## config.mk

```make
export PLATFORM = sky130hd
export DESIGN_NAME = midi_solenoid_driver_with_timeout_flat
export DESIGN_NICKNAME = d
export VERILOG_FILES = /design/src/rtl/core/msd_pkg.sv /design/src/rtl/core/msd_in_if.sv /design/src/rtl/core/msd_out_if.sv /design/src/rtl/core/msd_cfg_if.sv /design/src/rtl/core/midi_solenoid_driver_with_timeout.sv /design/src/flat_wrapper.sv
export VERILOG_INCLUDE_DIRS = /design/src /design/src/rtl/core
export SDC_FILE = /design/constraint.sdc
export NUM_CORES = 1
export LEC_CHECK = 0
export BUFFER_PORTS_ARGS = -buffer_cell sky130_fd_sc_hd__clkbuf_2
export CORE_MARGIN = 2
export CORE_UTILIZATION = 50
export CTS_BUF_LIST = sky130_fd_sc_hd__clkbuf_4
export DETAILED_ROUTE_END_ITERATION = 8
export PLACE_DENSITY = 0.71
export SKIP_LAST_GASP = 1
export SLEW_MARGIN = 0
export SYNTH_ARGS = -nofsm -noshare
export SYNTH_HDL_FRONTEND = slang
export SYNTH_SLANG_ARGS = --single-unit
```

## constraint.sdc

```tcl
create_clock -name clk -period 7.7 [get_ports clk]
set_clock_uncertainty 0.1 [all_clocks]
set_input_delay 0.385 -clock clk [delete_from_list [all_inputs] [get_ports clk]]
set_output_delay 0.385 -clock clk [all_outputs]
set_load 0.01 [all_outputs]
```

## src/rtl/core/midi_solenoid_driver_with_timeout_defines.svh

```systemverilog
// Assertion macros shared by the solenoid driver RTL.
// Each macro samples on clk and is disabled while rst_n is low.
`ifndef MIDI_SOLENOID_DRIVER_WITH_TIMEOUT_DEFINES_SVH
`define MIDI_SOLENOID_DRIVER_WITH_TIMEOUT_DEFINES_SVH
`ifndef SYNTHESIS
`define MSD_ASSERT_SEQ(lbl, prop, msg) \
  lbl: assert property (@(posedge clk) disable iff (!rst_n) prop) else $error(msg);
`define MSD_ASSERT_ALWAYS(lbl, expr, msg) \
  lbl: assert property (@(posedge clk) disable iff (!rst_n) (expr)) else $error(msg);
`else
`define MSD_ASSERT_SEQ(lbl, prop, msg)
`define MSD_ASSERT_ALWAYS(lbl, expr, msg)
`endif
`endif

```

## src/rtl/core/msd_pkg.sv

```systemverilog
package msd_pkg;

  // Default sizing
  localparam int MSD_CHANNELS   = 16;
  localparam int MSD_TIMER_BITS = 16;

  // Fixed field widths
  localparam int MSD_LINES     = 16;
  localparam int MSD_LINE_W    = 4;
  localparam int MSD_ORDER_W   = 64;
  localparam int MSD_NOTE_W    = 7;
  localparam int MSD_REQ_W     = 2;
  localparam int MSD_MAXON_W   = 16;
  localparam int MSD_DUTY_W    = 8;
  localparam int MSD_COUNT_W   = 5;
  localparam int MSD_CFG_IDX_W = 3;

  // Folding and blower constants
  localparam int MSD_FOLD_SPAN  = 12;
  localparam int MSD_FOLD_LO    = 16;
  localparam int MSD_FAN_SHIFT  = 4;
  localparam logic [MSD_DUTY_W-1:0] MSD_DUTY_AT_RESET = 8'd128;

  typedef logic [MSD_REQ_W-1:0]     req_t;
  typedef logic [MSD_CFG_IDX_W-1:0] cfg_idx_t;

  // Request codes
  localparam req_t REQ_NOTE_ON  = 2'd0;
  localparam req_t REQ_NOTE_OFF = 2'd1;
  localparam req_t REQ_TICK     = 2'd2;

  // Configuration register indexes
  localparam cfg_idx_t CFG_BASE_NOTE  = 3'd0;
  localparam cfg_idx_t CFG_FOLD_EN    = 3'd1;
  localparam cfg_idx_t CFG_MAX_ON_MS  = 3'd2;
  localparam cfg_idx_t CFG_FAN_MIN    = 3'd3;
  localparam cfg_idx_t CFG_FAN_MAX    = 3'd4;
  localparam cfg_idx_t CFG_LINE_ORDER = 3'd5;

  // Configuration reset values
  localparam logic [MSD_NOTE_W-1:0]  RST_BASE_NOTE  = 7'd60;
  localparam logic                   RST_FOLD_EN    = 1'b0;
  localparam logic [MSD_MAXON_W-1:0] RST_MAX_ON_MS  = 16'd5000;
  localparam logic [MSD_DUTY_W-1:0]  RST_FAN_MIN    = 8'd80;
  localparam logic [MSD_DUTY_W-1:0]  RST_FAN_MAX    = 8'd255;
  localparam logic [MSD_ORDER_W-1:0] RST_LINE_ORDER = 64'hFEDC_BA98_7654_3210;

endpackage

```

## src/rtl/core/msd_in_if.sv

```systemverilog
interface msd_in_if
  import msd_pkg::*;
  ();
  logic                  valid;
  logic                  ready;
  logic [MSD_REQ_W-1:0]  req_type;
  logic [MSD_NOTE_W-1:0] note;

  modport source (output valid, output req_type, output note, input ready);
  modport sink   (input valid, input req_type, input note, output ready);
endinterface

```

## src/rtl/core/msd_out_if.sv

```systemverilog
interface msd_out_if
  import msd_pkg::*;
  ();
  logic                   valid;
  logic                   ready;
  logic [MSD_LINES-1:0]   drive_lines;
  logic [MSD_DUTY_W-1:0]  fan_duty;
  logic [MSD_COUNT_W-1:0] active_channels;

  modport source (output valid, output drive_lines, output fan_duty,
                  output active_channels, input ready);
  modport sink   (input valid, input drive_lines, input fan_duty,
                  input active_channels, output ready);
endinterface

```

## src/rtl/core/msd_cfg_if.sv

```systemverilog
interface msd_cfg_if
  import msd_pkg::*;
  ();
  logic                     valid;
  logic                     ready;
  logic [MSD_CFG_IDX_W-1:0] index;
  logic [MSD_ORDER_W-1:0]   data;

  modport source (output valid, output index, output data, input ready);
  modport sink   (input valid, input index, input data, output ready);
endinterface

```

## src/rtl/core/midi_solenoid_driver_with_timeout.sv

```systemverilog
// MIDI solenoid driver: each word on in_ch is a note-on, note-off or 1 ms tick and
// yields exactly one result word on out_ch with the line levels, blower duty and
// number of held channels after that word is applied. A note-on or note-off passes
// through the map and apply states, and also through the blower multiply and the
// sum when it changes a hold; a tick walks the channel timers one per cycle with a
// single saturating incrementer and limit comparator. in_ch is not ready until the
// result has moved into the output register, which may still wait on out_ch while
// the next word is accepted. Configuration writes are always accepted and must be
// made while no word is in progress.
`include "midi_solenoid_driver_with_timeout_defines.svh"

module midi_solenoid_driver_with_timeout
  import msd_pkg::*;
#(
  parameter int CHANNELS   = MSD_CHANNELS,
  parameter int TIMER_BITS = MSD_TIMER_BITS
) (
  input  logic      clk,
  input  logic      rst_n,
  msd_in_if.sink    in_ch,
  msd_out_if.source out_ch,
  msd_cfg_if.sink   cfg_ch
);

  localparam int CH_W  = (CHANNELS > 1) ? $clog2(CHANNELS) : 1;
  localparam int CMP_W = (TIMER_BITS > MSD_MAXON_W) ? TIMER_BITS : MSD_MAXON_W;
  localparam int LB_W  = $clog2(MSD_ORDER_W);
  localparam int PRD_W = MSD_COUNT_W + MSD_DUTY_W - 1;
  localparam logic [CH_W-1:0] SCAN_LAST = CH_W'(CHANNELS - 1);

  // Sequencer codes
  localparam logic [2:0] ST_IDLE  = 3'd0;
  localparam logic [2:0] ST_MAP   = 3'd1;
  localparam logic [2:0] ST_APPLY = 3'd2;
  localparam logic [2:0] ST_MUL   = 3'd3;
  localparam logic [2:0] ST_SUM   = 3'd4;
  localparam logic [2:0] ST_SCAN  = 3'd5;
  localparam logic [2:0] ST_DONE  = 3'd6;

  // Configuration registers
  logic [MSD_NOTE_W-1:0]  base_note_r;
  logic                   fold_en_r;
  logic [MSD_MAXON_W-1:0] max_on_ms_r;
  logic [MSD_DUTY_W-1:0]  fan_min_r;
  logic [MSD_DUTY_W-1:0]  fan_max_r;
  logic [MSD_ORDER_W-1:0] line_order_r;

  // Control state
  logic [2:0]             state_r, state_nxt;
  logic [CHANNELS-1:0]    held_r, held_nxt;
  logic [CHANNELS-1:0]    armed_r, armed_nxt;
  logic [MSD_COUNT_W-1:0] held_count_r, held_count_nxt;
  logic [MSD_LINES-1:0]   line_r, line_nxt;
  logic [MSD_DUTY_W-1:0]  blower_r, blower_nxt;
  logic [CH_W-1:0]        scan_r, scan_nxt;
  logic                   out_valid_r, out_valid_nxt;

  // Per-word working registers
  logic [MSD_REQ_W-1:0]   req_r;
  logic [MSD_NOTE_W-1:0]  note_r;
  logic [CH_W-1:0]        ch_r;
  logic                   hit_r;
  logic [PRD_W-1:0]       prod_r;
  logic [MSD_LINES-1:0]   out_lines_r;
  logic [MSD_DUTY_W-1:0]  out_duty_r;
  logic [MSD_COUNT_W-1:0] out_count_r;

  // Channel timers
  logic [TIMER_BITS-1:0]  elapsed_r [CHANNELS];

  logic                   in_acc;
  logic                   out_load;
  logic signed [8:0]      n_raw, n_fold1, n_fold2, b_s, idx_s;
  logic                   map_hit;
  logic [CH_W-1:0]        sel_ch;
  logic [LB_W-1:0]        line_base;
  logic [MSD_LINE_W-1:0]  line_sel;
  logic [MSD_LINES-1:0]   line_mask;
  logic [MSD_DUTY_W-1:0]  fan_mag;
  logic                   fan_neg;
  logic [TIMER_BITS-1:0]  el_cur, el_inc;
  logic                   el_we;
  logic [CH_W-1:0]        el_addr;
  logic [TIMER_BITS-1:0]  el_wdata;

  assign in_acc       = in_ch.valid && in_ch.ready;
  assign in_ch.ready  = (state_r == ST_IDLE);
  assign cfg_ch.ready = 1'b1;
  assign out_load     = (state_r == ST_DONE) && (!out_valid_r || out_ch.ready);

  assign out_ch.valid           = out_valid_r;
  assign out_ch.drive_lines     = out_lines_r;
  assign out_ch.fan_duty        = out_duty_r;
  assign out_ch.active_channels = out_count_r;

  // Fold the note by an octave, then map it onto a channel
  always_comb begin
    n_raw   = $signed({2'b00, note_r});
    b_s     = $signed({2'b00, base_note_r});
    n_fold1 = n_raw;
    n_fold2 = n_raw;
    if (fold_en_r) begin
      if ((n_raw >= b_s + 9'sd16) && (n_raw <= b_s + 9'sd28)) begin
        n_fold1 = n_raw - 9'(MSD_FOLD_SPAN);
      end
      n_fold2 = n_fold1;
      if (n_fold1 <= b_s - 9'(MSD_FOLD_SPAN)) begin
        n_fold2 = n_fold1 + 9'(MSD_FOLD_SPAN);
      end
    end
    idx_s   = n_fold2 - b_s;
    map_hit = (idx_s >= 9'sd0) && (idx_s < $signed(9'(CHANNELS)));
  end

  // Pick the physical line of the channel in hand
  assign sel_ch    = (state_r == ST_SCAN) ? scan_r : ch_r;
  assign line_base = LB_W'(sel_ch) * LB_W'(MSD_LINE_W);
  assign line_sel  = line_order_r[line_base +: MSD_LINE_W];
  assign line_mask = MSD_LINES'(1) << line_sel;

  // Blower slope magnitude and direction
  assign fan_neg = (fan_max_r < fan_min_r);
  assign fan_mag = fan_neg ? (fan_min_r - fan_max_r) : (fan_max_r - fan_min_r);

  // Shared timer unit: saturating increment of the scanned channel
  assign el_cur = elapsed_r[scan_r];
  assign el_inc = (el_cur != {TIMER_BITS{1'b1}}) ? (el_cur + 1'b1) : el_cur;

  // Sequencer
  always_comb begin
    state_nxt      = state_r;
    held_nxt       = held_r;
    armed_nxt      = armed_r;
    held_count_nxt = held_count_r;
    line_nxt       = line_r;
    blower_nxt     = blower_r;
    scan_nxt       = scan_r;
    out_valid_nxt  = out_valid_r;
    el_we          = 1'b0;
    el_addr        = ch_r;
    el_wdata       = '0;

    // Drop the output word once taken
    if (out_valid_r && out_ch.ready) begin
      out_valid_nxt = 1'b0;
    end

    case (state_r)
      ST_IDLE: begin
        if (in_acc) begin
          scan_nxt = '0;
          if ((in_ch.req_type == REQ_NOTE_ON) || (in_ch.req_type == REQ_NOTE_OFF)) begin
            state_nxt = ST_MAP;
          end else if (in_ch.req_type == REQ_TICK) begin
            state_nxt = ST_SCAN;
          end else begin
            state_nxt = ST_DONE;
          end
        end
      end
      ST_MAP: begin
        state_nxt = ST_APPLY;
      end
      ST_APPLY: begin
        state_nxt = ST_DONE;
        if (hit_r) begin
          if ((req_r == REQ_NOTE_ON) && !held_r[ch_r]) begin
            held_nxt[ch_r]  = 1'b1;
            armed_nxt[ch_r] = 1'b1;
            el_we           = 1'b1;
            held_count_nxt  = held_count_r + 1'b1;
            line_nxt        = line_r | line_mask;
            state_nxt       = ST_MUL;
          end else if ((req_r == REQ_NOTE_OFF) && held_r[ch_r]) begin
            held_nxt[ch_r]  = 1'b0;
            held_count_nxt  = held_count_r - 1'b1;
            line_nxt        = line_r & ~line_mask;
            state_nxt       = ST_MUL;
          end
        end
      end
      ST_MUL: begin
        state_nxt = ST_SUM;
      end
      ST_SUM: begin
        if (fan_neg) begin
          blower_nxt = fan_min_r - prod_r[MSD_FAN_SHIFT +: MSD_DUTY_W];
        end else begin
          blower_nxt = fan_min_r + prod_r[MSD_FAN_SHIFT +: MSD_DUTY_W];
        end
        state_nxt = ST_DONE;
      end
      ST_SCAN: begin
        // Advance one armed timer and retire it past the limit while any channel is held
        if (armed_r[scan_r]) begin
          el_we    = 1'b1;
          el_addr  = scan_r;
          el_wdata = el_inc;
          if ((held_count_r != '0) && (CMP_W'(el_inc) > CMP_W'(max_on_ms_r))) begin
            armed_nxt[scan_r] = 1'b0;
            line_nxt          = line_r & ~line_mask;
          end
        end
        if (scan_r == SCAN_LAST) begin
          state_nxt = ST_DONE;
        end else begin
          scan_nxt = scan_r + 1'b1;
        end
      end
      ST_DONE: begin
        if (out_load) begin
          out_valid_nxt = 1'b1;
          state_nxt     = ST_IDLE;
        end
      end
      default: begin
        state_nxt = ST_IDLE;
      end
    endcase
  end

  // Control and configuration registers
  always_ff @(posedge clk) begin
    if (!rst_n) begin
      state_r      <= ST_IDLE;
      held_r       <= '0;
      armed_r      <= '0;
      held_count_r <= '0;
      line_r       <= '0;
      blower_r     <= MSD_DUTY_AT_RESET;
      scan_r       <= '0;
      out_valid_r  <= 1'b0;
      base_note_r  <= RST_BASE_NOTE;
      fold_en_r    <= RST_FOLD_EN;
      max_on_ms_r  <= RST_MAX_ON_MS;
      fan_min_r    <= RST_FAN_MIN;
      fan_max_r    <= RST_FAN_MAX;
      line_order_r <= RST_LINE_ORDER;
    end else begin
      state_r      <= state_nxt;
      held_r       <= held_nxt;
      armed_r      <= armed_nxt;
      held_count_r <= held_count_nxt;
      line_r       <= line_nxt;
      blower_r     <= blower_nxt;
      scan_r       <= scan_nxt;
      out_valid_r  <= out_valid_nxt;
      if (cfg_ch.valid && cfg_ch.ready) begin
        case (cfg_ch.index)
          CFG_BASE_NOTE:  base_note_r  <= cfg_ch.data[MSD_NOTE_W-1:0];
          CFG_FOLD_EN:    fold_en_r    <= cfg_ch.data[0];
          CFG_MAX_ON_MS:  max_on_ms_r  <= cfg_ch.data[MSD_MAXON_W-1:0];
          CFG_FAN_MIN:    fan_min_r    <= cfg_ch.data[MSD_DUTY_W-1:0];
          CFG_FAN_MAX:    fan_max_r    <= cfg_ch.data[MSD_DUTY_W-1:0];
          CFG_LINE_ORDER: line_order_r <= cfg_ch.data;
          default: ;
        endcase
      end
    end
  end

  // Working registers and output word
  always_ff @(posedge clk) begin
    if (in_acc) begin
      req_r  <= in_ch.req_type;
      note_r <= in_ch.note;
    end
    if (state_r == ST_MAP) begin
      ch_r  <= idx_s[CH_W-1:0];
      hit_r <= map_hit;
    end
    if (state_r == ST_MUL) begin
      prod_r <= PRD_W'(held_count_r) * PRD_W'(fan_mag);
    end
    if (out_load) begin
      out_lines_r <= line_r;
      out_duty_r  <= blower_r;
      out_count_r <= held_count_r;
    end
  end

  // Timer store: cleared on arm, bumped during a scan
  always_ff @(posedge clk) begin
    if (el_we) begin
      elapsed_r[el_addr] <= el_wdata;
    end
  end

  `MSD_ASSERT_SEQ(a_busy_after_accept, (in_ch.valid && in_ch.ready) |=> (state_r != ST_IDLE), "word accepted but sequencer stayed idle")
  `MSD_ASSERT_ALWAYS(a_count_matches, held_count_r == MSD_COUNT_W'($countones(held_r)), "held count out of step with held channels")
  `MSD_ASSERT_SEQ(a_scan_steps, (state_r == ST_SCAN && scan_r != SCAN_LAST) |=> (scan_r == CH_W'($past(scan_r) + 1'b1)), "timer scan skipped a channel")
  `MSD_ASSERT_SEQ(a_out_from_done, $rose(out_valid_r) |-> ($past(state_r) == ST_DONE), "result offered without finishing a word")

endmodule

```

## src/flat_wrapper.sv

```systemverilog
// flat-port wrapper written by rule: the top's interface ports become plain ports
module midi_solenoid_driver_with_timeout_flat import msd_pkg::*;
#(
  parameter int CHANNELS   = MSD_CHANNELS,
  parameter int TIMER_BITS = MSD_TIMER_BITS
)
  (clk, rst_n, in_ch_valid, in_ch_req_type, in_ch_note, in_ch_ready, out_ch_valid, out_ch_drive_lines, out_ch_fan_duty, out_ch_active_channels, out_ch_ready, cfg_ch_valid, cfg_ch_index, cfg_ch_data, cfg_ch_ready);
  msd_in_if in_ch_i ();
  msd_out_if out_ch_i ();
  msd_cfg_if cfg_ch_i ();
  input  logic clk;
  input  logic rst_n;
  input wire logic [$bits(in_ch_i.valid)-1:0] in_ch_valid;
  input wire logic [$bits(in_ch_i.req_type)-1:0] in_ch_req_type;
  input wire logic [$bits(in_ch_i.note)-1:0] in_ch_note;
  output wire logic [$bits(in_ch_i.ready)-1:0] in_ch_ready;
  output wire logic [$bits(out_ch_i.valid)-1:0] out_ch_valid;
  output wire logic [$bits(out_ch_i.drive_lines)-1:0] out_ch_drive_lines;
  output wire logic [$bits(out_ch_i.fan_duty)-1:0] out_ch_fan_duty;
  output wire logic [$bits(out_ch_i.active_channels)-1:0] out_ch_active_channels;
  input wire logic [$bits(out_ch_i.ready)-1:0] out_ch_ready;
  input wire logic [$bits(cfg_ch_i.valid)-1:0] cfg_ch_valid;
  input wire logic [$bits(cfg_ch_i.index)-1:0] cfg_ch_index;
  input wire logic [$bits(cfg_ch_i.data)-1:0] cfg_ch_data;
  output wire logic [$bits(cfg_ch_i.ready)-1:0] cfg_ch_ready;
  assign in_ch_i.valid = in_ch_valid;
  assign in_ch_i.req_type = in_ch_req_type;
  assign in_ch_i.note = in_ch_note;
  assign in_ch_ready = in_ch_i.ready;
  assign out_ch_valid = out_ch_i.valid;
  assign out_ch_drive_lines = out_ch_i.drive_lines;
  assign out_ch_fan_duty = out_ch_i.fan_duty;
  assign out_ch_active_channels = out_ch_i.active_channels;
  assign out_ch_i.ready = out_ch_ready;
  assign cfg_ch_i.valid = cfg_ch_valid;
  assign cfg_ch_i.index = cfg_ch_index;
  assign cfg_ch_i.data = cfg_ch_data;
  assign cfg_ch_ready = cfg_ch_i.ready;
  midi_solenoid_driver_with_timeout #(.CHANNELS(CHANNELS), .TIMER_BITS(TIMER_BITS)) u_core (.clk(clk), .rst_n(rst_n), .in_ch(in_ch_i), .out_ch(out_ch_i), .cfg_ch(cfg_ch_i));
endmodule
```

Word-level counts from Yosys, hierarchy flattened
Memories as Yosys holds them, arrays and structs flattened. A register that Yosys moved wholly into a read port is not among the register bits.
Index checks and enable logic that the tools add are counted.
Widths: inputs -> output; s select.
{"block": "word_totals", "reg_bits": 228, "mem_bits_rw": 256, "inputBits": 81, "output_inout_bits": 32, "word_cells": 176, "mem_count": 1}
{"block": "classes", "add_sub_neg": 14, "n_mul": 1, "order_cmp": 11, "eq_ne": 25, "n_shift": 2, "muxes": 58, "bitwise": 9, "reduce_logical": 33}
{"name": "u_core.elapsed_r", "depth": 16, "word_bits": 16, "rd": 1, "rd_clocked_by_memory_dff": 1, "write_ports": 1, "line": "midi_solenoid_driver_with_timeout.sv:69", "source": "logic [TIMER_BITS-1:0] elapsed_r [CHANNELS];"}
{"operator": "$mux 16", "count": 14}
{"operator": "$pmux 16 s2", "count": 2}
{"operator": "$shiftx 64x7->4", "count": 1}
{"operator": "$and 16x16->16", "count": 3}
{"operator": "$not 16->16", "count": 3}
{"operator": "$or 16x16->16", "count": 3}
{"operator": "$mux 9", "count": 4}
{"operator": "$mux 4", "count": 7}
{"operator": "$sub 8x8->8", "count": 3}
{"operator": "$mux 3", "count": 7}
{"operator": "$pmux 3 s7", "count": 1}
{"operator": "$add 16x1->16 const B", "count": 1}
{"operator": "$add 7x5->8 const B", "count": 2}
{"operator": "$gt 16x16->1", "count": 1}
{"operator": "$mux 8", "count": 2}
{"operator": "$ne 16x16->1 const B", "count": 1}
{"operator": "$shl 1x4->16 const A", "count": 1}
{"operator": "$sub 7x4->8 const B", "count": 2}
{"operator": "$eq 3x3->1 const B", "count": 5}
{"operator": "$eq 3x2->1 const B", "count": 4}
{"operator": "$mul 5x8->12", "count": 1}
{"operator": "$mux 1", "count": 12}
{"operator": "$reduce_and 2->1", "count": 6}
{"operator": "$logic_and 1x1->1", "count": 10}
{"operator": "other kinds (35)", "count": 57}

Longest topological paths before layout
Gate-level depths: netlist of run 1.
{"block": "depth", "ltp_word": 11, "ltp_mapped": 33}

Least setup slack after synthesis of run 1
No wires, ideal clock.
{"block": "synth_path", "path_type": "register to register", "start": "reg u_core.base_note_r[4]", "end": "reg u_core.hit_r, data pin", "arrival_time_ns": 5.625, "required_ns": 7.343, "slack_ns": 1.718, "path_stages_with_launch": 29, "path_buffers": 1, "path_cell_list": "dfxtp_1 -> clkbuf_1 -> inv_1 -> ha_1 -> a21oi_1 -> xnor2_1 -> ha_1 -> a211o_1 -> o21a_1 -> nor4_1 -> xor2_1 -> ha_1 -> nand4_1 -> o21bai_1 -> a31oi_1 -> xnor2_1 -> nand2_1 -> xnor2_1 -> ha_1 -> nor2b_1 -> o21ai_0 -> nand2b_1 -> a21o_1 -> a21o_1 -> a21oi_1 -> o21ai_0 -> nand4_1 -> mux2i_1 -> ha_1"}
{"block": "synth_between", "elab_chain_cells": 11, "elab_cells_between_ends": 16}
{"element": "start: declaration", "line": "midi_solenoid_driver_with_timeout.sv:41", "source": "logic [MSD_NOTE_W-1:0] base_note_r;"}
{"element": "start signal: assignment", "line": "midi_solenoid_driver_with_timeout.sv:250", "source": "CFG_BASE_NOTE: base_note_r <= cfg_ch.data[MSD_NOTE_W-1:0];"}
{"element": "$add 7x5->8", "line": "midi_solenoid_driver_with_timeout.sv:103", "source": "if ((n_raw >= b_s + 9'sd16) && (n_raw <= b_s + 9'sd28)) begin"}
{"element": "$ge 8x9->1 / $le 8x9->1 (equally long branches)", "line": "midi_solenoid_driver_with_timeout.sv:103"}
{"element": "$logic_and 1x1->1", "line": "midi_solenoid_driver_with_timeout.sv:103"}
{"element": "$mux 9", "line": "midi_solenoid_driver_with_timeout.sv:103"}
{"element": "$mux 9", "line": "midi_solenoid_driver_with_timeout.sv:102", "source": "if (fold_en_r) begin"}
{"element": "$add 9x5->9 / $le 9x9->1 (equally long branches)", "line": "midi_solenoid_driver_with_timeout.sv:108, midi_solenoid_driver_with_timeout.sv:107"}
{"element": "$mux 9", "line": "midi_solenoid_driver_with_timeout.sv:107", "source": "if (n_fold1 <= b_s - 9'(MSD_FOLD_SPAN)) begin"}
{"element": "$mux 9", "line": "midi_solenoid_driver_with_timeout.sv:102"}
{"element": "$sub 9x8->9 (*)", "line": "midi_solenoid_driver_with_timeout.sv:111", "source": "idx_s = n_fold2 - b_s;"}
{"element": "$ge 9x1->1 / $lt 9x6->1 (equally long branches)", "line": "midi_solenoid_driver_with_timeout.sv:112", "source": "map_hit = (idx_s >= 9'sd0) && (idx_s < $signed(9'(CHANNELS)));"}
{"element": "$logic_and 1x1->1 (*)", "line": "midi_solenoid_driver_with_timeout.sv:112"}
{"element": "net u_core.map_hit", "line": "midi_solenoid_driver_with_timeout.sv:74", "source": "logic map_hit;"}
{"element": "end signal: assignment", "line": "midi_solenoid_driver_with_timeout.sv:270", "source": "hit_r <= map_hit;"}
{"element": "end: declaration", "line": "midi_solenoid_driver_with_timeout.sv:62", "source": "logic hit_r;"}
Mark *: on every way through the listed nets, which the timed path passes. The rest lies on a longest branch. The select of a mux whose other input is x is not followed.
A chain may end at the register's enable or synchronous reset.

Worst setup path in the final report of run 1
Ends and elaborated chain as after synthesis.

==> summary.txt, run 1 <==
Placed design
  – # placed instances: 2635
  – Dpl ws: 1160 ps
  – Placed cell area: 25100 um^2
  – Port Buffer Count: 111
  – Routability cong.: between 0.9 and 1
  – Dpl hpwl: 37.3 mm

Yosys
  – FF+latch count, synth: slightly below 500
  – Syn nets: 2171
  – Yosys warns: 0
  – Synth area leaders: edfxtp_1 39%, dfxtp_1 15%, mux4_2 7.2%, ha_1 5.1%, nand2_1 4.8%
  – Number of flops mapped to enable cells by yosys: 307
  – Synth cell count leaders: 307 x edfxtp_1, 307 x nand2_1, 177 x dfxtp_1, 101 x mux2i_1, 97 x ha_1
  – Area of the mapped netlist: approximately 24000 um^2
  – Post-synth ARST share: 0%
  – Post-synthesis average cell area: 12.1 um^2
  – Post-synthesis cell count: 1972
  – Register area share after synthesis: 53.3%
  – Area share of the largest cell type after synthesis: 38.5%
  – Dominant synthesized flop cell: edfxtp_1
  – Largest area contributor in the netlist: edfxtp_1
  – Cell variety after synth: 87

Floorplan
  – Die Y: about 220 um
  – Initial Util: 50.4%
  – Core footprint: approximately 47000 um^2
  – DIE AREA: 49600 um^2
  – Io pins: 113
  – Row Count: 80
  – Die width: 223 um

Power
  – Sequential power share: 47.5%
  – Switch share: 29.3%
  – Total power: 6.28 mW
  – Leak: between 9 and 10 nW
  – Combinational power share: 17.7%
  – PwrDens: around 230 nW/um^2
  – Int Power: 4.44 mW
  – NetSw: 1.84 mW
  – Clk pwr share: 34.9%
  – Worst vdd ir: 0.144 mV

Drt
  – 1st-iter DRT viols: 1284
  – Antenna Violating Nets Remaining: 0
  – DRC Markers: 0
  – Final WL: 57.1 mm
  – DR pass1 iterations: 5
  – WL/cell: 19.4 um
  – Vias per std cell: 5.60
  – DR vias: ~17000

STA
  – Max_slew headroom: a little under a fifth
  – Fin crit share: between 80% and 90%
  – Max Fclk: between 150 and 200 MHz
  – Fin Setup TNS: 0 ps
  – Slew Limit Fails: 0
  – RSZ-0062 raised after global routing: no
  – Final Setup Violations: 0
  – Final Hold Slack: ~120 ps
  – Final worst slack: between 1000 and 1500 ps
  – Minimum clock period: 6620 ps
  – Hold violation count in the final report: 0
  – Worst-Margin Slew: 1220 ps

Worst setup path
  – Worst Setup End Kind: flip-flop
  – Critical Path RT: 8180 ps
  – Worst Setup SP: u_core.base_note_r[4]$_SDFFE_PN1P_
  – Worst setup SP type: flip-flop
  – Slowest-stage cell, CP: dfxtp_1
  – Setup Crit Path Kind: flip-flop to flip-flop
  – Reg-to-Reg Start: u_core.base_note_r[4]$_SDFFE_PN1P_
  – Worst Path Arrival: 7100 ps
  – Crit path largest cell delay: 520 ps
  – Top cell by count, worst path: ha_1
  – Max Fanout on Critical Path: 8

Job
  – MaxCap Viol Count: 0

Clock tree
  – Htree depth: 3
  – CTS tree: yes
  – CTS resizes: 0
  – TritonCTS Sinks: 484
  – Root Driver: clkbuf_4
  – Hold_buf cts: between 80 and 90
  – Total CTS buffers: 120
  – CTS max path bufs: 3
  – Clock Pin Slew Worst Setup and Hold Paths: about 70 ps
  – Worst skew pair latency: around 920 ps
  – Post-CTS Setup Bufs: 0

Cells and area
  – Design Area, Final: 27500 um^2
  – Seq. cell area: 12800 um^2
  – Area occupied by multi-input gates: ~10000 um^2
  – Fin cells: 2946
  – Nets@finish: 2422
  – Layout cells sized above 1: 20.5%
  – Post-layout util: about 58%
  – Area grow syn2layout: 14.9%
  – # fillers: 3914

Global routing
  – Vias in the first global route: 16600
  – Largest net degree at the start of global routing: 65
  – First-pass GRT wire length: 89.1 mm
  – Antenna violations before repair: 1
  – GR Overflow Total: 0
  – GR Util All Layers: 23.0%

Worst hold path
  – Hold wc startpoint: in_ch_note[2]
  – Min-Delay Path Class: input port to flip-flop

Outcome
  – Status: complete, no violations
## state kept, by name, indices dropped and copies added, names as in the netlist, 8 cells and up, named ones only
name / cells
u_core.blower_r: 8
u_core.out_ch.drive_lines: 16
u_core.max_on_ms_r: 16
u_core.out_ch.fan_duty: 8
u_core.fan_min_r: 8
u_core.line_order_r: 64
u_core.fan_max_r: 8
u_core.armed_r: 16
u_core.elapsed_r: 256
u_core.prod_r: 8
## final cells by class
type                       count  area share [%]
sequential                   484            46.4
multi-input combinational   1309            37.9
timing repair buffer         223            5.82
clock buffer                 182            4.97
tap                          615            2.80
inverter                      85            1.16
clock inverter                47           0.924
antenna                        1         0.00910
## layout by cell type, fill, tap and decap left out, drive strengths merged, types with 42 or more instances in the layout
master / n
a21boi: 84
clkbuf: 292
clkinv: 42
dfxtp: 177
dlygate4sd3: 81
edfxtp: 307
ha: 97
inv: 88
mux2i: 104
mux4: 82
nand2: 310
nand3: 62
nor2: 60
o21ai: 68
xnor2: 42
## path summary, 6_finish.rpt
path,end,slack [ps],cells after the start
min,u_core.note_r[2]$_DFFE_PP_,120,2
max reg2reg,u_core.hit_r$_DFFE_PP_,1080,28
max,u_core.hit_r$_DFFE_PP_,1080,28
min reg2reg,u_core.out_ch.fan_duty[7]$_DFFE_PP_,330,0
## worst max-delay path: cells and delay by family, from the launching register on
kind	cells	cell delay, ps
simple gates	7	1260
fa+ha+maj	5	1330
xor+xnor	4	580
compound gates	10	2230
flops	1	520
buf+inv	1	180
mux	1	80
## layer usage
metal / wire length (um) / vias to the layer above / global-route usage, %
li1: - / 7781 / -
met1: 23900 / 8089 / 29.2
met2: 28500 / 509 / 39.2
met3: 2990 / 123 / 4.06
met4: 1680 / 0 / 9.40
met5: 0 / - / 0
## logic make-up after synthesis
kind of cell               count (synthesis)  synth area share (%)
adders and majority gates                118                  6.83
muxes                                    200                  12.9
other                                      1                0.0157
DFF                                      484                  53.3
buffers and inverters                    179                  3.39
and+or+nand+nor                          617                  12.5
xor gates and xnor gates                  64                  2.37
AOI/OAI and AO/OA                        309                  8.70
## power groups by stage
stage | clock network [mW] | logic (mW) | registers [mW]
global route | 2.38 | 1.21 | 2.99
CTS | 2.25 | 1.10 | 2.98
detailed placement | 0 | 1.07 | 3.04
finish | 2.19 | 1.11 | 2.98
global placement | 0 | 1.04 | 3.03
floorplan | 0 | 0.831 | 2.95
(Power assumes the default switching activity.)
==> run 2: changes to the inputs <==
- CELL_PAD_IN_SITES_DETAIL_PLACEMENT: not set -> 0
- CELL_PAD_IN_SITES_GLOBAL_PLACEMENT: not set -> 2
- CORE_UTILIZATION: 50 -> 44
- CTS_CLUSTER_SIZE: not set -> 25
- PLACE_DENSITY: 0.71 -> 0.86
==> summary.txt, run 2 (synthesis results as in run 1) <==
STA
  – Slew Limit Fails: 0
  – Final Setup Violations: 0
  – RSZ-0062 raised after global routing: no
  – Fin crit share: a little over four fifths
  – Fin Setup TNS: 0 ps
  – Max_slew headroom: 26.7%
  – Hold violation count in the final report: 0
  – Minimum clock period: 6520 ps
  – Max Fclk: 153 MHz
  – Worst-Margin Slew: roughly 1100 ps

Placed design
  – Port Buffer Count: 111
  – Dpl hpwl: 39.2 mm
  – Routability cong.: about 0.84
  – Placed cell area: ~25000 um^2

Floorplan
  – Die width: about 240 um
  – Initial Util: 44.5%
  – Core footprint: 53800 um^2
  – DIE AREA: 56300 um^2
  – Io pins: 113
  – Row Count: 85
  – Die Y: 237 um

Worst setup path
  – Buf+Inv Stages, Crit Path: 1
  – Reg2Reg Setup Slack: 1180 ps
  – Worst setup SP type: flip-flop
  – Setup Crit Path Kind: flip-flop to flip-flop
  – Worst Setup End Kind: flip-flop
  – Critical Path RT: about 8300 ps
  – Slowest-stage cell, CP: a31oi_1
  – CP top delay family: compound AO/OA/AOI/OAI gates
  – Worst Path Arrival: 7130 ps
  – Reg-to-Reg Start: u_core.base_note_r[4]$_SDFFE_PN1P_
  – Crit path largest cell delay: between 500 and 600 ps
  – Top cell by count, worst path: ha_1
  – RR Endpoint: u_core.hit_r$_DFFE_PP_
  – Worst Reg-to-Reg Cells: 28
  – Max Fanout on Critical Path: 8

Drt
  – WL met3: ~2.4 mm
  – DRC Markers: 0
  – WL/cell: 19.4 um
  – DR vias: 16400
  – M1 wire length: 25.7 mm
  – Top Layer Used: met4
  – 1st-iter DRT viols: 1152
  – Final WL: just under 60 mm
  – Antenna Violating Nets Remaining: 0
  – Vias per std cell: around 5.4
  – DR pass1 iterations: 7
  – Met2 wire length: 30.1 mm

Job
  – MaxCap Viol Count: 0

Worst hold path
  – Hold wc startpoint: in_ch_req_type[1]
  – Min-Delay Path Class: input port to flip-flop
  – Hold Path Sink: u_core.req_r[1]$_DFFE_PP_
  – Cell count of the worst hold path: 2

Power
  – PwrDens: 230 nW/um^2
  – Leak: 10.0 nW
  – Worst vdd ir: 0.115 mV

Global routing
  – Antenna violations before repair: 2
  – GR Util All Layers: 21.4%
  – First-pass GRT wire length: 92.9 mm
  – GR Overflow Total: 0
  – Vias in the first global route: 17000
  – Largest net degree at the start of global routing: 89

Outcome
  – Status: complete, no violations

Cells and area
  – Commonest non-fill, non-tap cell in the layout: edfxtp_1
  – Max reg flops: 256
  – Layout cells sized above 1: 21.0%
  – # fillers: 4711
  – Top reg by flops: u_core.elapsed_r
  – Design Area, Final: 28000 um^2
  – Regs by FF count: u_core.elapsed_r x256, u_core.line_order_r x64
  – Most frequent cells in the layout: 307 x edfxtp_1, 306 x nand2_1, 197 x clkbuf_4, 174 x dfxtp_1, 110 x clkbuf_2
  – Area grow syn2layout: 17.1%
  – Nets@finish: 2460

Clock tree
  – Clock Pin Slew Worst Setup and Hold Paths: around 70 ps
  – Htree depth: 4
  – TritonCTS Sinks: 484
  – Total CTS buffers: 132
  – Post-CTS Setup Bufs: 0
  – CTS tree: yes
  – Worst skew pair latency: 970 ps
  – Root Driver: clkbuf_4
  – CTS max path bufs: 3
## run 2: cell count changes in the layout (fill, tap and decap cells not counted), sizes merged
cell,before,now
inv,88,87
clkinvlp,1,4
bufinv,1,4
clkinv,42,27
clkbuf,292,307
dlygate4sd3,81,106
buf,32,33
diode,1,6
## run 2: worst max path at each step
stage	start	endpoint	slack, ps	depth (start not counted)
3_5_place_dp	u_core.fan_max_r[5]$_SDFFE_PN1P_	u_core.prod_r[10]$_DFFE_PP_	1170	21
5_1_grt	u_core.base_note_r[4]$_SDFFE_PN1P_	u_core.hit_r$_DFFE_PP_	620	28
3_3_place_gp	u_core.fan_max_r[5]$_SDFFE_PN1P_	u_core.prod_r[10]$_DFFE_PP_	1280	21
2_1_floorplan	u_core.base_note_r[4]$_SDFFE_PN1P_	u_core.hit_r$_DFFE_PP_	1720	28
6_report	u_core.base_note_r[4]$_SDFFE_PN1P_	u_core.hit_r$_DFFE_PP_	1180	28
4_1_cts	u_core.base_note_r[4]$_SDFFE_PN1P_	u_core.hit_r$_DFFE_PP_	1150	28
## run 2: power by group
| group | leakage (nW) | switching [mW] | internal (mW) |
|---|---|---|---|
| combinational | 5.29 | 0.631 | 0.472 |
| clock | 1.02 | 1.07 | 1.31 |
| sequential | 3.70 | 0.131 | 2.84 |
| total | 10.0 | 1.84 | 4.62 |
## run 2: routing by layer
metal,global-route usage [%],vias up
met5,0,-
met4,8.56,0
met3,3.91,86
met2,37.0,365
met1,26.7,8131
li1,-,7856
## run 2: per-stage QoR
step           util (%)  worst slack (ps)  total power, mW  hold slack, ps  std cells
2_1_floorplan         -              1720             3.78             306       1972
3_3_place_gp       46.8              1280             4.08             314       2717
3_5_place_dp       46.8              1170             4.09             316       2717
4_1_cts            52.1              1150             6.54           0.563       3057
5_1_grt            52.1               623             6.82            24.6       3062
6_report           52.1              1180             6.45            95.4       3063
## run 2: repair_timing
action,4_1_cts,5_1_grt
hold endpoints to repair,181,0
gates resized for setup,0,0
hold buffers,106,0
## run 2: cell type report
type / instances / area, um^2 / share of cell area, %
Multi-Input combinational cell: 1309 / 10500 / 37.3
Clock inverter: 37 / 272 / 0.968
Inverter: 85 / 319 / 1.14
Sequential cell: 484 / 12800 / 45.5
Antenna cell: 6 / 15.0 / 0.0536
Timing Repair Buffer: 249 / 1860 / 6.63
Tap cell: 696 / 871 / 3.11
Clock buffer: 197 / 1480 / 5.28
==> run 3: changes to the inputs <==
- clock period: 7.7 -> 6.1 ns (I/O delays scaled with it)
==> summary.txt, run 3 (synthesis results as in run 1) <==
Placed design
  – Routability cong.: 0.860
  – Dpl hpwl: 39.6 mm
  – Port Buffer Count: 111
  – # placed instances: 2749
  – Placed cell area: 25500 um^2

Worst setup path
  – Slowest-stage cell, CP: or3_4
  – Crit path largest cell delay: 460 ps
  – Worst Setup End Kind: flip-flop
  – Buf+Inv Stages, Crit Path: 3
  – Setup Crit Path Kind: flip-flop to flip-flop
  – Top cell by count, worst path: ha_1
  – Max Fanout on Critical Path: 5
  – CP top delay family: compound AO/OA/AOI/OAI gates
  – Critical Path RT: about 6700 ps
  – Worst Path Arrival: 6460 ps
  – Worst setup SP type: flip-flop

Global routing
  – GR Util All Layers: 22.2%
  – Largest net degree at the start of global routing: 89
  – Antenna violations before repair: 3
  – Vias in the first global route: 17600
  – First-pass GRT wire length: between 90 and 100 mm
  – GR Overflow Total: 0

Job
  – MaxCap Viol Count: 0

Cells and area
  – Fin cells: 3185
  – Regs by FF count: u_core.elapsed_r x256, u_core.line_order_r x64
  – Most frequent cells in the layout: 307 x edfxtp_1, 306 x nand2_1, 198 x clkbuf_4, 188 x dlygate4sd3_1, 171 x dfxtp_1
  – Post-layout util: 54.6%
  – Commonest non-fill, non-tap cell in the layout: edfxtp_1
  – # fillers: 4601
  – Nets@finish: roughly 2600
  – Design Area, Final: 29400 um^2
  – Max reg flops: 256
  – Layout cells sized above 1: 23.1%
  – Area grow syn2layout: 22.7%
  – Top reg by flops: u_core.elapsed_r
  – Seq. cell area: 12800 um^2
  – Area occupied by multi-input gates: 10600 um^2

Drt
  – DR vias: roughly 17000
  – Antenna Violating Nets Remaining: 0
  – Final WL: 61.2 mm
  – Vias per std cell: 5.32
  – WL/cell: 19.2 um
  – 1st-iter DRT viols: 1086
  – DRC Markers: 0
  – DR pass1 iterations: 6

STA
  – Hold violation count in the final report: 0
  – Slew Limit Fails: 0
  – Worst-Margin Slew: 1020 ps
  – Minimum clock period: 5850 ps
  – Final Setup Violations: 0
  – Max_slew headroom: 30.5%
  – Max Fclk: around 170 MHz
  – Fin crit share: 96.0%

Power
  – Total power: 8.25 mW
  – PwrDens: about 280 nW/um^2
  – Worst vdd ir: ~0.18 mV
  – Leak: 10.5 nW

Floorplan
  – Io pins: 113
  – Row Count: 85
  – Die width: 237 um
  – Die Y: 237 um
  – DIE AREA: 56300 um^2
  – Core footprint: about 54000 um^2
  – Initial Util: 44.5%

Outcome
  – Status: complete, no violations

Clock tree
  – CTS max path bufs: 3
  – Worst skew pair latency: about 970 ps
  – Htree depth: 4
  – Clock Pin Slew Worst Setup and Hold Paths: roughly 60 ps
  – Root Driver: clkbuf_4
  – TritonCTS Sinks: 484
  – Total CTS buffers: around 130
  – CTS tree: yes

Worst hold path
  – Min-Delay Path Class: input port to flip-flop
## run 3: cell count changes in the layout (fill, tap and decap cells not counted), moves of 4 or more
cell / before / now
buf_4: 33 / 71
clkinv_1: 24 / 20
clkinv_4: 1 / 6
dlygate4sd3_1: 106 / 188
ha_1: 97 / 93
o21ai_0: 61 / 56
o21ai_1: 2 / 6
## run 3: repair_timing
item                       CTS  global route
gates resized for setup      3            45
gates cloned                 0             0
pin swaps                    0            18
hold endpoints to repair   208             0
setup buffers                0             9
setup endpoints to repair    2             5
hold buffers               188             0
## run 3: final timing paths
check / startpoint / to / slack, ps / cells past startpoint
worst max-delay path: u_core.base_note_r[4]$_SDFFE_PN1P_ / u_core.hit_r$_DFFE_PP_ / 250 / 29
worst min-delay path: cfg_ch_data[19] / u_core.line_order_r[19]$_SDFFE_PN0P_ / 90 / 4
worst max register to register: u_core.base_note_r[4]$_SDFFE_PN1P_ / u_core.hit_r$_DFFE_PP_ / 250 / 29
worst min register to register: flip-flop / u_core.out_ch.drive_lines[10]$_DFFE_PP_ / 330 / 0
## run 3: report_power, final
part | switching [mW] | total, mW | internal (mW)
clock | 1.38 | 2.92 | 1.54
sequential | 0.141 | 3.73 | 3.59
combinational | 0.884 | 1.61 | 0.721
## run 3: layer usage
metal,global-route usage [%],routed length [um],vias to the layer above
li1,-,-,8102
met1,27.6,26000,8315
met2,38.0,31000,399
met3,4.62,2760,112
met4,8.48,1430,2
met5,0,13,-
## run 3: tightest hold or removal path: cells and delay by family
family	cells	cell delay, ps
simple gates	1	60
compound gates	1	80
buf+inv	2	630
## run 3: metrics by stage
step / worst slack [ps] / TNS [ps] / hold slack, ps
2_1_floorplan: 118 / 0 / 304
3_3_place_gp: 35.3 / 0 / 316
3_5_place_dp: -96.1 / -96.1 / 315
4_1_cts: 14.1 / 0 / 1.85
5_1_grt: -80.7 / -80.7 / 42.8
6_report: 247 / 0 / 91.5
## run 3: cell type report
| type | count | area share, % |
|---|---|---|
| antenna | 4 | 0.0341 |
| clock buffer | 198 | 5.06 |
| clock inverter | 37 | 0.754 |
| inverter | 85 | 1.11 |
| multi-input combinational | 1309 | 36.2 |
| sequential | 484 | 43.5 |
| tap | 696 | 2.97 |
| timing repair buffer | 372 | 10.3 |
